**config.mk**
```make
export PLATFORM = sky130hd
export DESIGN_NAME = video_level_scale_and_window_dim
export DESIGN_NICKNAME = d
export VERILOG_FILES = /design/src/vlsw_pkg.sv /design/src/vlsw_cfg.sv /design/src/vlsw_front.sv /design/src/vlsw_div_stage.sv /design/src/vlsw_dim.sv /design/src/video_level_scale_and_window_dim.sv
export SDC_FILE = /design/constraint.sdc
export NUM_CORES = 1
export LEC_CHECK = 0
export ABC_AREA = 1
export BUFFER_PORTS_ARGS = -buffer_cell sky130_fd_sc_hd__clkbuf_2
export CAP_MARGIN = 40
export CORE_ASPECT_RATIO = 2
export CORE_MARGIN = 2
export CORE_UTILIZATION = 64
export CTS_BUF_LIST = sky130_fd_sc_hd__clkbuf_4
export CTS_CLUSTER_DIAMETER = 150
export DETAILED_ROUTE_END_ITERATION = 8
export GPL_TIMING_DRIVEN = 0
export PLACE_DENSITY = 0.89
export SYNTH_ARGS = -nofsm -noshare
export SYNTH_HDL_FRONTEND = slang
export SYNTH_SLANG_ARGS = --single-unit
```
**constraint.sdc**
```tcl
create_clock -name clk -period 10.7 [get_ports clk]
set_input_delay 0.535 -clock clk [delete_from_list [all_inputs] [get_ports clk]]
set_output_delay 0.535 -clock clk [all_outputs]
set_load 0.02 [all_outputs]
```
**src/vlsw_pkg.sv**
```systemverilog
// Shared constants and types for the video level scale and window dim block.
package vlsw_pkg;

  localparam int DATA_BITS     = 32;
  localparam int CFG_ADDR_BITS = 5;
  localparam int CFG_IDX_BITS  = 3;

  localparam logic [CFG_IDX_BITS-1:0] REG_LEVEL_LOW         = 3'd0;
  localparam logic [CFG_IDX_BITS-1:0] REG_LEVEL_HIGH        = 3'd1;
  localparam logic [CFG_IDX_BITS-1:0] REG_INTERLACED_LAYOUT = 3'd2;
  localparam logic [CFG_IDX_BITS-1:0] REG_FIRST_FIELD_LINES = 3'd3;
  localparam logic [CFG_IDX_BITS-1:0] REG_WINDOW_X_START    = 3'd4;
  localparam logic [CFG_IDX_BITS-1:0] REG_WINDOW_X_END      = 3'd5;
  localparam logic [CFG_IDX_BITS-1:0] REG_WINDOW_Y_START    = 3'd6;
  localparam logic [CFG_IDX_BITS-1:0] REG_WINDOW_Y_END      = 3'd7;

  localparam int FIRST_FIELD_RESET = 313;

  localparam int GRAY_BITS  = 8;
  localparam int QUOT_BITS  = 8;
  localparam int DIV_STEPS  = 2;
  localparam int DIV_STAGES = QUOT_BITS / DIV_STEPS;

  localparam logic [GRAY_BITS-1:0] GRAY_MAX = 8'd255;

  // gray * 3 / 10 is taken as (gray * 615) >> 11, exact for every 8-bit gray.
  localparam int DIM_MUL_BITS = 10;
  localparam int PROD_BITS    = GRAY_BITS + DIM_MUL_BITS;
  localparam logic [DIM_MUL_BITS-1:0] DIM_MUL = 10'd615;
  localparam int DIM_SHIFT = 11;

  typedef struct packed {
    logic valid;
    logic zero;
    logic outside;
  } stage_flags_t;

endpackage

```
**src/vlsw_cfg.sv**
```systemverilog
// Configuration register file with its APB-style access port.
module vlsw_cfg
  import vlsw_pkg::*;
#(
  parameter int SAMPLE_BITS = 10,
  parameter int MAX_COLUMNS = 2048,
  parameter int MAX_ROWS    = 1024
) (
  input  logic                     clk,
  input  logic                     rst,
  input  logic                     psel,
  input  logic                     penable,
  input  logic                     pwrite,
  input  logic [CFG_ADDR_BITS-1:0] paddr,
  input  logic [DATA_BITS-1:0]     pwdata,
  output logic [DATA_BITS-1:0]     prdata,
  output logic                     pready,
  output logic [SAMPLE_BITS-1:0]   level_low,
  output logic [SAMPLE_BITS-1:0]   level_high,
  output logic                     interlaced_layout,
  output logic [$clog2(MAX_ROWS):0]    first_field_lines,
  output logic [$clog2(MAX_COLUMNS):0] window_x_start,
  output logic [$clog2(MAX_COLUMNS):0] window_x_end,
  output logic [$clog2(MAX_ROWS):0]    window_y_start,
  output logic [$clog2(MAX_ROWS):0]    window_y_end
);

  localparam int WXW = $clog2(MAX_COLUMNS) + 1;
  localparam int WYW = $clog2(MAX_ROWS) + 1;

  logic                    wr;
  logic [CFG_IDX_BITS-1:0] idx;

  assign pready = 1'b1;
  assign wr     = psel && penable && pwrite;
  assign idx    = paddr[CFG_ADDR_BITS-1:2];

  always_ff @(posedge clk) begin
    if (rst) begin
      level_low         <= '0;
      level_high        <= '1;
      interlaced_layout <= 1'b0;
      first_field_lines <= WYW'(FIRST_FIELD_RESET);
      window_x_start    <= '0;
      window_x_end      <= '0;
      window_y_start    <= '0;
      window_y_end      <= '0;
    end else if (wr) begin
      unique case (idx)
        REG_LEVEL_LOW:         level_low         <= pwdata[SAMPLE_BITS-1:0];
        REG_LEVEL_HIGH:        level_high        <= pwdata[SAMPLE_BITS-1:0];
        REG_INTERLACED_LAYOUT: interlaced_layout <= pwdata[0];
        REG_FIRST_FIELD_LINES: first_field_lines <= pwdata[WYW-1:0];
        REG_WINDOW_X_START:    window_x_start    <= pwdata[WXW-1:0];
        REG_WINDOW_X_END:      window_x_end      <= pwdata[WXW-1:0];
        REG_WINDOW_Y_START:    window_y_start    <= pwdata[WYW-1:0];
        REG_WINDOW_Y_END:      window_y_end      <= pwdata[WYW-1:0];
        default: ;
      endcase
    end
  end

  always_comb begin
    unique case (idx)
      REG_LEVEL_LOW:         prdata = DATA_BITS'(level_low);
      REG_LEVEL_HIGH:        prdata = DATA_BITS'(level_high);
      REG_INTERLACED_LAYOUT: prdata = DATA_BITS'(interlaced_layout);
      REG_FIRST_FIELD_LINES: prdata = DATA_BITS'(first_field_lines);
      REG_WINDOW_X_START:    prdata = DATA_BITS'(window_x_start);
      REG_WINDOW_X_END:      prdata = DATA_BITS'(window_x_end);
      REG_WINDOW_Y_START:    prdata = DATA_BITS'(window_y_start);
      REG_WINDOW_Y_END:      prdata = DATA_BITS'(window_y_end);
      default:               prdata = '0;
    endcase
  end

endmodule

```
**src/vlsw_front.sv**
```systemverilog
// First pipeline stage: level offset and scaled numerator, weaved line and window test.
module vlsw_front
  import vlsw_pkg::*;
#(
  parameter int SAMPLE_BITS = 10,
  parameter int MAX_COLUMNS = 2048,
  parameter int MAX_ROWS    = 1024
) (
  input  logic                       clk,
  input  logic                       rst,
  input  logic                       en,
  input  logic                       in_valid,
  input  logic [SAMPLE_BITS-1:0]     sample,
  input  logic [$clog2(MAX_COLUMNS)-1:0] column,
  input  logic [$clog2(MAX_ROWS)-1:0]    pix_row,
  input  logic [SAMPLE_BITS-1:0]     level_low,
  input  logic [SAMPLE_BITS-1:0]     level_high,
  input  logic                       interlaced_layout,
  input  logic [$clog2(MAX_ROWS):0]    first_field_lines,
  input  logic [$clog2(MAX_COLUMNS):0] window_x_start,
  input  logic [$clog2(MAX_COLUMNS):0] window_x_end,
  input  logic [$clog2(MAX_ROWS):0]    window_y_start,
  input  logic [$clog2(MAX_ROWS):0]    window_y_end,
  output stage_flags_t               flags,
  output logic [SAMPLE_BITS+QUOT_BITS-1:0] num
);

  localparam int NW  = SAMPLE_BITS + QUOT_BITS;
  localparam int CB  = $clog2(MAX_COLUMNS);
  localparam int RB  = $clog2(MAX_ROWS);

  logic [SAMPLE_BITS-1:0] diff;
  logic [NW-1:0]          num_next;
  logic                   zero;
  logic [RB:0]            row_ext;
  logic [RB:0]            row_off;
  logic [RB:0]            line;
  logic [CB:0]            col_ext;
  logic                   mask_en;
  logic                   row_on;
  logic                   col_on;

  always_comb begin
    zero     = (level_high <= level_low) || (sample <= level_low);
    diff     = sample - level_low;
    num_next = zero ? '0 : ((NW'(diff) << QUOT_BITS) - NW'(diff));

    row_ext = {1'b0, pix_row};
    row_off = row_ext - first_field_lines;
    if (interlaced_layout) begin
      line = row_ext;
    end else if (row_ext < first_field_lines) begin
      line = {pix_row, 1'b0};
    end else begin
      line = {row_off[RB-1:0], 1'b1};
    end

    col_ext = {1'b0, column};
    mask_en = (window_x_end > window_x_start) && (window_y_end > window_y_start);
    row_on  = (line >= window_y_start) && (line < window_y_end);
    col_on  = (col_ext >= window_x_start) && (col_ext < window_x_end);
  end

  always_ff @(posedge clk) begin
    if (rst) begin
      flags.valid <= 1'b0;
    end else if (en) begin
      flags.valid <= in_valid;
    end
  end

  always_ff @(posedge clk) begin
    if (en) begin
      flags.zero    <= zero;
      flags.outside <= mask_en && !(row_on && col_on);
      num           <= num_next;
    end
  end

endmodule

```
**src/vlsw_div_stage.sv**
```systemverilog
// One restoring division stage that settles two quotient bits of the scaled level.
module vlsw_div_stage
  import vlsw_pkg::*;
#(
  parameter int SAMPLE_BITS = 10,
  parameter int TOP_BIT     = 7
) (
  input  logic                             clk,
  input  logic                             rst,
  input  logic                             en,
  input  logic [SAMPLE_BITS-1:0]           divisor,
  input  stage_flags_t                     in_flags,
  input  logic [SAMPLE_BITS+QUOT_BITS-1:0] in_rem,
  input  logic [QUOT_BITS-1:0]             in_quot,
  output stage_flags_t                     flags,
  output logic [SAMPLE_BITS+QUOT_BITS-1:0] rem,
  output logic [QUOT_BITS-1:0]             quot
);

  localparam int NW = SAMPLE_BITS + QUOT_BITS;

  logic [NW-1:0]        rem_next;
  logic [QUOT_BITS-1:0] quot_next;
  logic [NW-1:0]        shifted;

  always_comb begin
    rem_next  = in_rem;
    quot_next = in_quot;
    shifted   = '0;
    for (int j = 0; j < DIV_STEPS; j++) begin
      shifted = NW'(divisor) << (TOP_BIT - j);
      if (rem_next >= shifted) begin
        rem_next               = rem_next - shifted;
        quot_next[TOP_BIT - j] = 1'b1;
      end
    end
  end

  always_ff @(posedge clk) begin
    if (rst) begin
      flags.valid <= 1'b0;
    end else if (en) begin
      flags.valid <= in_flags.valid;
    end
  end

  always_ff @(posedge clk) begin
    if (en) begin
      flags.zero    <= in_flags.zero;
      flags.outside <= in_flags.outside;
      rem           <= rem_next;
      quot          <= quot_next;
    end
  end

endmodule

```
**src/vlsw_dim.sv**
```systemverilog
// Output stage: saturation, window dimming and the output register.
module vlsw_dim
  import vlsw_pkg::*;
#(
  parameter int SAMPLE_BITS = 10
) (
  input  logic                             clk,
  input  logic                             rst,
  input  logic                             en,
  input  logic [SAMPLE_BITS-1:0]           divisor,
  input  stage_flags_t                     in_flags,
  input  logic [SAMPLE_BITS+QUOT_BITS-1:0] in_rem,
  input  logic [QUOT_BITS-1:0]             in_quot,
  output logic                             out_valid,
  output logic [GRAY_BITS-1:0]             gray,
  output logic                             dimmed
);

  localparam int NW = SAMPLE_BITS + QUOT_BITS;

  logic                 sat;
  logic [GRAY_BITS-1:0] base;
  logic [PROD_BITS-1:0] prod;
  logic [GRAY_BITS-1:0] gray_next;

  // A remainder still at or above the divisor means the quotient passed 255.
  always_comb begin
    sat = in_rem >= NW'(divisor);
    if (in_flags.zero) begin
      base = '0;
    end else if (sat) begin
      base = GRAY_MAX;
    end else begin
      base = in_quot;
    end
    prod      = PROD_BITS'(base) * PROD_BITS'(DIM_MUL);
    gray_next = in_flags.outside ? GRAY_BITS'(prod >> DIM_SHIFT) : base;
  end

  always_ff @(posedge clk) begin
    if (rst) begin
      out_valid <= 1'b0;
    end else if (en) begin
      out_valid <= in_flags.valid;
    end
  end

  always_ff @(posedge clk) begin
    if (en) begin
      gray   <= gray_next;
      dimmed <= in_flags.outside;
    end
  end

endmodule

```
**src/video_level_scale_and_window_dim.sv**
```systemverilog
// Top level of the video level scale and window dim block.
// One beat enters per clock while the pipeline is not held: a front stage forms
// the scaled numerator and the window test, four stages each settle two quotient bits of
// the division by the configured level span, and an output stage saturates, dims and
// registers the result. When the output beat is stalled the whole pipeline holds, so
// in_stall follows out_stall while a result waits. Configuration is written through the
// APB-style port at byte address 4 times the register index.
module video_level_scale_and_window_dim
  import vlsw_pkg::*;
#(
  parameter int SAMPLE_BITS = 10,
  parameter int MAX_COLUMNS = 2048,
  parameter int MAX_ROWS    = 1024
) (
  input  logic                           clk,
  input  logic                           rst,
  input  logic                           psel,
  input  logic                           penable,
  input  logic                           pwrite,
  input  logic [CFG_ADDR_BITS-1:0]       paddr,
  input  logic [DATA_BITS-1:0]           pwdata,
  output logic [DATA_BITS-1:0]           prdata,
  output logic                           pready,
  input  logic                           in_valid,
  output logic                           in_stall,
  input  logic [SAMPLE_BITS-1:0]         sample,
  input  logic [$clog2(MAX_COLUMNS)-1:0] column,
  input  logic [$clog2(MAX_ROWS)-1:0]    pix_row,
  output logic                           out_valid,
  input  logic                           out_stall,
  output logic [GRAY_BITS-1:0]           gray,
  output logic                           dimmed
);

  localparam int NW = SAMPLE_BITS + QUOT_BITS;

  logic [SAMPLE_BITS-1:0]          level_low;
  logic [SAMPLE_BITS-1:0]          level_high;
  logic                            interlaced_layout;
  logic [$clog2(MAX_ROWS):0]       first_field_lines;
  logic [$clog2(MAX_COLUMNS):0]    window_x_start;
  logic [$clog2(MAX_COLUMNS):0]    window_x_end;
  logic [$clog2(MAX_ROWS):0]       window_y_start;
  logic [$clog2(MAX_ROWS):0]       window_y_end;
  logic [SAMPLE_BITS-1:0]          span;
  logic                            en;

  stage_flags_t                    flags [DIV_STAGES+1];
  logic [NW-1:0]                   rem   [DIV_STAGES+1];
  logic [QUOT_BITS-1:0]            quot  [DIV_STAGES+1];

  assign en       = !(out_valid && out_stall);
  assign in_stall = !en;
  assign span     = level_high - level_low;
  assign quot[0]  = '0;

  vlsw_cfg #(
    .SAMPLE_BITS(SAMPLE_BITS),
    .MAX_COLUMNS(MAX_COLUMNS),
    .MAX_ROWS   (MAX_ROWS)
  ) u_cfg (
    .clk              (clk),
    .rst              (rst),
    .psel             (psel),
    .penable          (penable),
    .pwrite           (pwrite),
    .paddr            (paddr),
    .pwdata           (pwdata),
    .prdata           (prdata),
    .pready           (pready),
    .level_low        (level_low),
    .level_high       (level_high),
    .interlaced_layout(interlaced_layout),
    .first_field_lines(first_field_lines),
    .window_x_start   (window_x_start),
    .window_x_end     (window_x_end),
    .window_y_start   (window_y_start),
    .window_y_end     (window_y_end)
  );

  vlsw_front #(
    .SAMPLE_BITS(SAMPLE_BITS),
    .MAX_COLUMNS(MAX_COLUMNS),
    .MAX_ROWS   (MAX_ROWS)
  ) u_front (
    .clk              (clk),
    .rst              (rst),
    .en               (en),
    .in_valid         (in_valid),
    .sample           (sample),
    .column           (column),
    .pix_row          (pix_row),
    .level_low        (level_low),
    .level_high       (level_high),
    .interlaced_layout(interlaced_layout),
    .first_field_lines(first_field_lines),
    .window_x_start   (window_x_start),
    .window_x_end     (window_x_end),
    .window_y_start   (window_y_start),
    .window_y_end     (window_y_end),
    .flags            (flags[0]),
    .num              (rem[0])
  );

  for (genvar k = 0; k < DIV_STAGES; k++) begin : g_div
    vlsw_div_stage #(
      .SAMPLE_BITS(SAMPLE_BITS),
      .TOP_BIT    (QUOT_BITS - 1 - k * DIV_STEPS)
    ) u_div (
      .clk     (clk),
      .rst     (rst),
      .en      (en),
      .divisor (span),
      .in_flags(flags[k]),
      .in_rem  (rem[k]),
      .in_quot (quot[k]),
      .flags   (flags[k+1]),
      .rem     (rem[k+1]),
      .quot    (quot[k+1])
    );
  end

  vlsw_dim #(
    .SAMPLE_BITS(SAMPLE_BITS)
  ) u_dim (
    .clk      (clk),
    .rst      (rst),
    .en       (en),
    .divisor  (span),
    .in_flags (flags[DIV_STAGES]),
    .in_rem   (rem[DIV_STAGES]),
    .in_quot  (quot[DIV_STAGES]),
    .out_valid(out_valid),
    .gray     (gray),
    .dimmed   (dimmed)
  );

endmodule

```
==> key figures, run 1 <==
Status
  – Outcome: complete, no violations

Floorplan
  – I/O Pins: 119
  – Starting Density: 64.97%
  – Die area: 0.02940 mm2
  – Core Box Area: 0.02755 mm2
  – Die Y: 240.5 um
  – Die Wd: 122.2 um
  – Row count: 86

Worst setup path
  – Data required time of the worst path: 11.15 ns
  – Critical R2R Launch: u_cfg.level_low[2]
  – Slowest CP cell: xnor2_2
  – Critical Path Start Type: flop
  – FF-to-FF End: u_dim.gray[5]
  – Crit-path max cell delay: 0.74 ns
  – Max FO, Critical Path: 9
  – Crit Path Class: reg2reg
  – Reg2reg setup slack: 1.85 ns
  – CP Capture Type: flop
  – Worst r2r path cells: 40
  – Crit-path most repeated cell: inv_1
  – WP data arrival: 9.30 ns

Routing
  – Vias per Instance: 6.091
  – Via count: 17240
  – DRC viols: 0
  – First DRT Iteration DRCs: 1056
  – Total Wirelength: 55320 um
  – Pre-Repair DR Iteration Count: 7
  – DRT antenna net count: 0
  – Wire per inst: 19.55 um

Run
  – Max cap viols: 0

CTS
  – Clock Latency Late Sink: 0.76 ns
  – Post-CTS Hold Buffers: 0
  – Clock Tree Root: clkbuf_4
  – Reg clk slew, reported paths: 0.08 ns
  – CTS tree: yes
  – Post-CTS setup buffers: 0
  – Clock Sinks: 213
  – CTS H-tree depth: 2
  – CTS max path bufs: 3
  – Total CTS buffers: 49
  – Post-cts resize count: 0

Timing
  – Tmin final: 8.845 ns
  – Slew HR: 37.01%
  – Period utilization: 82.66%
  – Setup TNS: 0 ns
  – Unrepaired setup endpoints after global routing: false
  – Fin. max-slew vios: 0
  – Final Hold Fails: 0
  – Final setup viols: 0
  – Fin Clk Skew: 0.04243 ns
  – Worst-margin pin slew: 0.9402 ns
  – Peak Freq: 0.1131 GHz

Synthesis
  – Synth Register Bits: 213
  – Synthesis Warnings: 0
  – Yosys cell types: 65
  – Async SR Flop Fraction: 0%
  – Sequential cell area fraction in the yosys report: 31.04%
  – Main synth FF type: edfxtp_1
  – Post-synth EDFFs: 129
  – Syn Inst Count: 2284
  – Mapped Area: 0.01790 mm2
  – Avg Synthesized Cell Area: 7.836 um2

Power and ir drop
  – Peak supply drop: 0.0001442 V
  – Total power: 0.004268 W
  – Pwr dens: 217.4 mW/mm2
  – Pleak: 9.198 nW

Final layout
  – Commonest non-fill, non-tap cell in the layout: nand2_1
  – Share of cells above drive strength 1: 11.30%
  – NumNets Final: 2767
  – # fillers: 2226
  – Area grow syn2layout: 9.689%
  – Most frequent cells in the layout: 397 x nand2_1, 319 x inv_1, 227 x ha_1
  – Final Util: 71.27%

Min path
  – HP Class: in2reg
  – WHS Path Cells: 2
  – HP Start: rst
  – Hold Path Sink: u_dim.out_valid

Place
  – Dpl hpwl: 43250 um
  – RePlAce Congestion: 1.025
  – Number of I/O port buffers: 74

GRT
  – Gr busiest metal: met2
  – Initial antenna violation count: 1
  – GR met2 Demand/Resource: 69.56%
  – Met1 Track Usage GR: 31.42%
  – Vias in the first global route: 17710
  – Total global-route track usage: 38.02%
  – Global route overflow: 0
  – First-pass GRT wire length: 85670 um
  – Largest net degree at the start of global routing: 54
  – Grt met3 use: 8.065%
## power breakdown
group	leakage, nW	switching (W)	internal (W)	total [W]
Sequential	2.07	0.000109	0.00113	0.00124
Combinational	6.72	0.00147	0.000803	0.00227
Clock	0.412	0.000365	0.000394	0.000759
Total	9.20	0.00194	0.00233	0.00427
## sequential cells by signal (all words and copies together), names as in the netlist, 3 cells and up
signal and count:
g_div.u_div.quot 20, u_dim.gray 8, u_front.flags 3, u_cfg.window_x_start 12, u_cfg.window_y_end 11, u_cfg.window_y_start 11
u_cfg.first_field_lines 11, g_div.u_div.rem 72, g_div.u_div.flags 12, u_cfg.window_x_end 12, u_cfg.level_low 10, u_cfg.level_high 10
u_front.num 18
## critical path, delay by kind of cell, from the launching register on
| kind | cells | cell delay (ns) |
|---|---|---|
| AO/OA/AOI/OAI | 14 | 2.32 |
| XOR/XNOR | 1 | 0.74 |
| adder cells (fa/ha/maj) | 8 | 3.23 |
| buffers and inverters | 8 | 0.61 |
| flip-flops | 1 | 0.30 |
| AND/OR/NAND/NOR | 9 | 1.31 |
## worst max path at each step
stage	startpoint	end	cells after the start
global placement	u_cfg.level_low[1]	u_dim.gray[5]	39
CTS	u_cfg.level_low[2]	u_dim.gray[5]	40
floorplan	u_cfg.level_low[2]	u_dim.gray[5]	40
detailed placement	u_cfg.level_low[2]	u_dim.gray[5]	40
global route	u_cfg.level_low[2]	u_dim.gray[5]	40
finish	u_cfg.level_low[2]	u_dim.gray[5]	40
## cell usage after synthesis (6+ instances only)
cell type | count | area [um2]
nor3_1 | 23 | 115.1
nand2_2 | 18 | 112.6
nand2_1 | 398 | 1494
nand2_4 | 6 | 67.56
nor4_1 | 9 | 56.30
nand4_1 | 31 | 193.9
nand3b_1 | 7 | 52.55
o21a_1 | 7 | 52.55
xor2_1 | 50 | 437.9
nand3_1 | 111 | 555.5
xnor2_1 | 31 | 271.5
o211ai_1 | 17 | 127.6
inv_2 | 8 | 30.03
a221oi_1 | 11 | 96.34
a21oi_1 | 219 | 1096
dfxtp_1 | 84 | 1682
o21bai_1 | 15 | 112.6
clkbuf_1 | 32 | 120.1
a22oi_1 | 10 | 75.07
o21ai_1 | 25 | 125.1
o22ai_1 | 14 | 87.58
ha_1 | 227 | 2840
inv_1 | 319 | 1197
nor2_1 | 148 | 555.5
fa_1 | 25 | 500.5
or2_2 | 16 | 100.1
nor2_4 | 7 | 78.83
buf_4 | 22 | 165.2
o21ai_0 | 178 | 890.9
edfxtp_1 | 129 | 3874
nor2_2 | 6 | 37.54
nand3_2 | 11 | 110.1
## per-stage QoR
| step | instance area, um2 | hold slack, ns | std cells | setup WS [ns] |
|---|---|---|---|---|
| CTS | 19620 | 0.01693 | 2828 | 1.951 |
| floorplan | 17970 | 0.4003 | 2303 | 3.331 |
| detailed placement | 18920 | 0.4054 | 2740 | 1.982 |
| finish | 19630 | 0.03121 | 2830 | 1.855 |
| global route | 19630 | 0.02180 | 2830 | 1.372 |
| global placement | 18780 | 0.4019 | 2729 | 1.695 |
## cell families after synthesis
group	after synthesis	synth area share [%]
adder cells (fa/ha/maj)	252	18.67
AO/OA/AOI/OAI	537	16.79
other	2	0.04196
flip-flops	213	31.04
buffers and inverters	394	8.963
XOR/XNOR	82	4.055
AND/OR/NAND/NOR	804	20.45
## cell type report
cell class | count | area, um2 | area share [%]
Antenna cell | 1 | 2.502 | 0.01275
Buffer | 63 | 359.1 | 1.829
Clock buffer | 61 | 457.9 | 2.333
Clock inverter | 27 | 245.2 | 1.249
Inverter | 331 | 1245 | 6.342
Multi-Input combinational cell | 1696 | 10830 | 55.18
Sequential cell | 213 | 5555 | 28.30
Tap cell | 352 | 440.4 | 2.243
Timing Repair Buffer | 86 | 494.2 | 2.518
## metal layers
layer	part of all wire [%]	vias to the layer above
met2	52	810
met5	0	-
met3	6.3	390
met1	30	7926
met4	12	0
li1	-	8112
Power figures use the tool's default switching activity.
==> run 2, diff against run 1 <==
==> constraint.sdc (replaced) <==
create_clock -name clk -period 8.31 [get_ports clk]
set_input_delay 0.4155 -clock clk [delete_from_list [all_inputs] [get_ports clk]]
set_output_delay 0.4155 -clock clk [all_outputs]
set_load 0.02 [all_outputs]
==> key figures, run 2 (same netlist as run 1, synthesis figures left out) <==
Routing
  – Vias per Instance: 6.122 (+0.50%)
  – Wire per inst: 19.66 um (+0.57%)
  – DRT antenna net count: 0 (unchanged)
  – Total Wirelength: 55810 um (+0.89%)
  – Pre-Repair DR Iteration Count: 5 (-2)
  – DRC viols: 0 (unchanged)
  – First DRT Iteration DRCs: 1125 (+6.5%)
  – Via count: 17380 (+0.82%)

Floorplan
  – Row count: 86 (unchanged)
  – Die Y: 240.5 um (unchanged)
  – Starting Density: 64.97% (unchanged)
  – Die area: 0.02940 mm2 (unchanged)
  – Die Wd: 122.2 um (unchanged)
  – Core Box Area: 0.02755 mm2 (unchanged)
  – I/O Pins: 119 (unchanged)

GRT
  – Total global-route track usage: 38.32% (+0.30 points)
  – Global route overflow: 0 (unchanged)
  – First-pass GRT wire length: 86480 um (+0.94%)
  – Largest net degree at the start of global routing: 54 (unchanged)
  – Vias in the first global route: 17800 (+0.54%)
  – Initial antenna violation count: 1 (unchanged)

Worst setup path
  – Max FO, Critical Path: 8 (-1)
  – Critical R2R Launch: u_cfg.level_low[1]
  – Crit-path max cell delay: 0.53 ns (-0.21 ns)
  – CP Capture Type: flop
  – Crit-path most repeated cell: inv_1
  – Crit Path Class: reg2reg
  – Worst r2r path cells: 40 (unchanged)
  – WP data arrival: 8.43 ns (-0.87 ns)
  – Slowest CP cell: fa_1
  – Critical Path Start Type: flop
  – Reg2reg setup slack: 0.33 ns (-1.52 ns)
  – FF-to-FF End: u_dim.gray[5]
  – Data required time of the worst path: 8.76 ns (-2.39 ns)

CTS
  – CTS max path bufs: 3 (unchanged)
  – Clock Sinks: 213 (unchanged)
  – Total CTS buffers: 49 (unchanged)
  – Clock Tree Root: clkbuf_4
  – CTS H-tree depth: 2 (unchanged)
  – Clock Latency Late Sink: 0.76 ns (about the same)
  – CTS tree: yes
  – Reg clk slew, reported paths: 0.08 ns (about the same)

Timing
  – Fin Clk Skew: 0.04141 ns (-0.001018 ns)
  – Worst-margin pin slew: 0.9026 ns (-0.03762 ns)
  – Hold Slack: 0.08119 ns (+0.04998 ns)
  – Final Hold Fails: 0 (unchanged)
  – Period utilization: 96.02% (+13 points)
  – Tmin final: 7.979 ns (-0.8661 ns)
  – Slew HR: 39.19% (+2.2 points)
  – Fin. max-slew vios: 0 (unchanged)
  – Final setup viols: 0 (unchanged)
  – Peak Freq: 0.1253 GHz (+11%)

Final layout
  – Commonest non-fill, non-tap cell in the layout: nand2_1
  – Max reg flops: 72 (unchanged)
  – Most frequent cells in the layout: 397 x nand2_1, 317 x inv_1, 225 x ha_1
  – Top Registers: g_div.u_div.rem: 72 flops, g_div.u_div.quot: 20 flops, u_front.num: 18 flops
  – NumNets Final: 2776 (+0.33%)
  – Share of cells above drive strength 1: 12.07% (+0.76 points)
  – Largest register by flop count: g_div.u_div.rem
  – Area grow syn2layout: 10.59%

Min path
  – WHS Path Cells: 3 (+1)
  – HP Start: pwdata[10]
  – Hold Path Sink: u_cfg.first_field_lines[10]
  – HP Class: in2reg

Power and ir drop
  – Total power: 0.005526 W (+29%)
  – Pwr dens: 279.2 mW/mm2 (+28%)
  – Peak supply drop: 0.0001861 V (+29%)
  – Pleak: 9.261 nW (+0.69%)

Run
  – Max cap viols: 0 (unchanged)

Place
  – Dpl hpwl: 43250 um (unchanged)
  – RePlAce Congestion: 1.025 (unchanged)
  – Number of I/O port buffers: 74 (unchanged)

Status
  – Outcome: complete, no violations
==> run 2: where the power goes <==
part	total, W	switching (W)	internal, W
combinational	0.00295	0.00190	0.00105
clock	0.000980	0.000473	0.000507
sequential	0.00160	0.000140	0.00146
total	0.00553	0.00252	0.00301
==> run 2: repair_timing <==
item / CTS / global route
setup endpoints to repair: 5 / 7
hold buffers: 3 / 0
pin swaps: 2 / 5
buffers inserted: 2 / 3
resized for setup: 5 / 13
hold endpoints to repair: 3 / 0
==> run 2: worst max-delay path, delay by kind of cell, from the launching register on <==
kind	cells	cell delay, ns
and+or+nand+nor	9	1.23
xor gates and xnor gates	1	0.28
adders and majority gates	8	2.87
AOI/OAI and AO/OA	14	2.14
DFF	1	0.39
buffers and inverters	8	0.73
==> run 2: metal layers <==
layer / vias to the layer above / GRT usage [%] / share of wire (%)
li1: 8134 / - / -
met3: 420 / 8.918 / 6.5
met5: - / 0 / 0
met2: 889 / 70.08 / 52
met4: 0 / 39.32 / 12
met1: 7936 / 31.28 / 29
==> run 2: area by class of cell <==
cell class / instances / area, um2
Tap cell: 352 / 440.4
Clock buffer: 61 / 457.9
Buffer: 63 / 359.1
Fill cell: 2190 / 7754
Clock inverter: 27 / 245.2
Multi-Input combinational cell: 1696 / 10920
Antenna cell: 1 / 2.502
Timing Repair Buffer: 95 / 566.8
Sequential cell: 213 / 5555
Inverter: 331 / 1245
==> run 2: worst max-delay path by stage <==
stage | from | end | slack (ns) | cells past startpoint
after floorplan | u_cfg.level_low[2] | u_dim.gray[5] | 0.94 | 40
after global placement | u_cfg.level_low[1] | u_dim.gray[5] | -0.70 | 39
after detailed placement | u_cfg.level_low[2] | u_dim.gray[5] | -0.41 | 40
after CTS | u_cfg.level_low[0] | u_dim.gray[5] | 0.03 | 41
after global routing | u_cfg.level_low[1] | u_dim.gray[5] | -0.07 | 40
final | u_cfg.level_low[1] | u_dim.gray[5] | 0.33 | 40
==> run 2: through the flow <==
stage          utilization, %  instances  setup slack, ns  instance area [um2]  setup TNS [ns]
6_report                71.85       2839           0.3310                19790               0
5_1_grt                 71.85       2839         -0.06748                19790        -0.06748
4_1_cts                 71.48       2833          0.02965                19690               0
3_5_place_dp            68.69       2740          -0.4083                18920         -0.8423
3_3_place_gp            68.17       2729          -0.6951                18780          -2.523
2_1_floorplan               -       2303           0.9409                17970               0
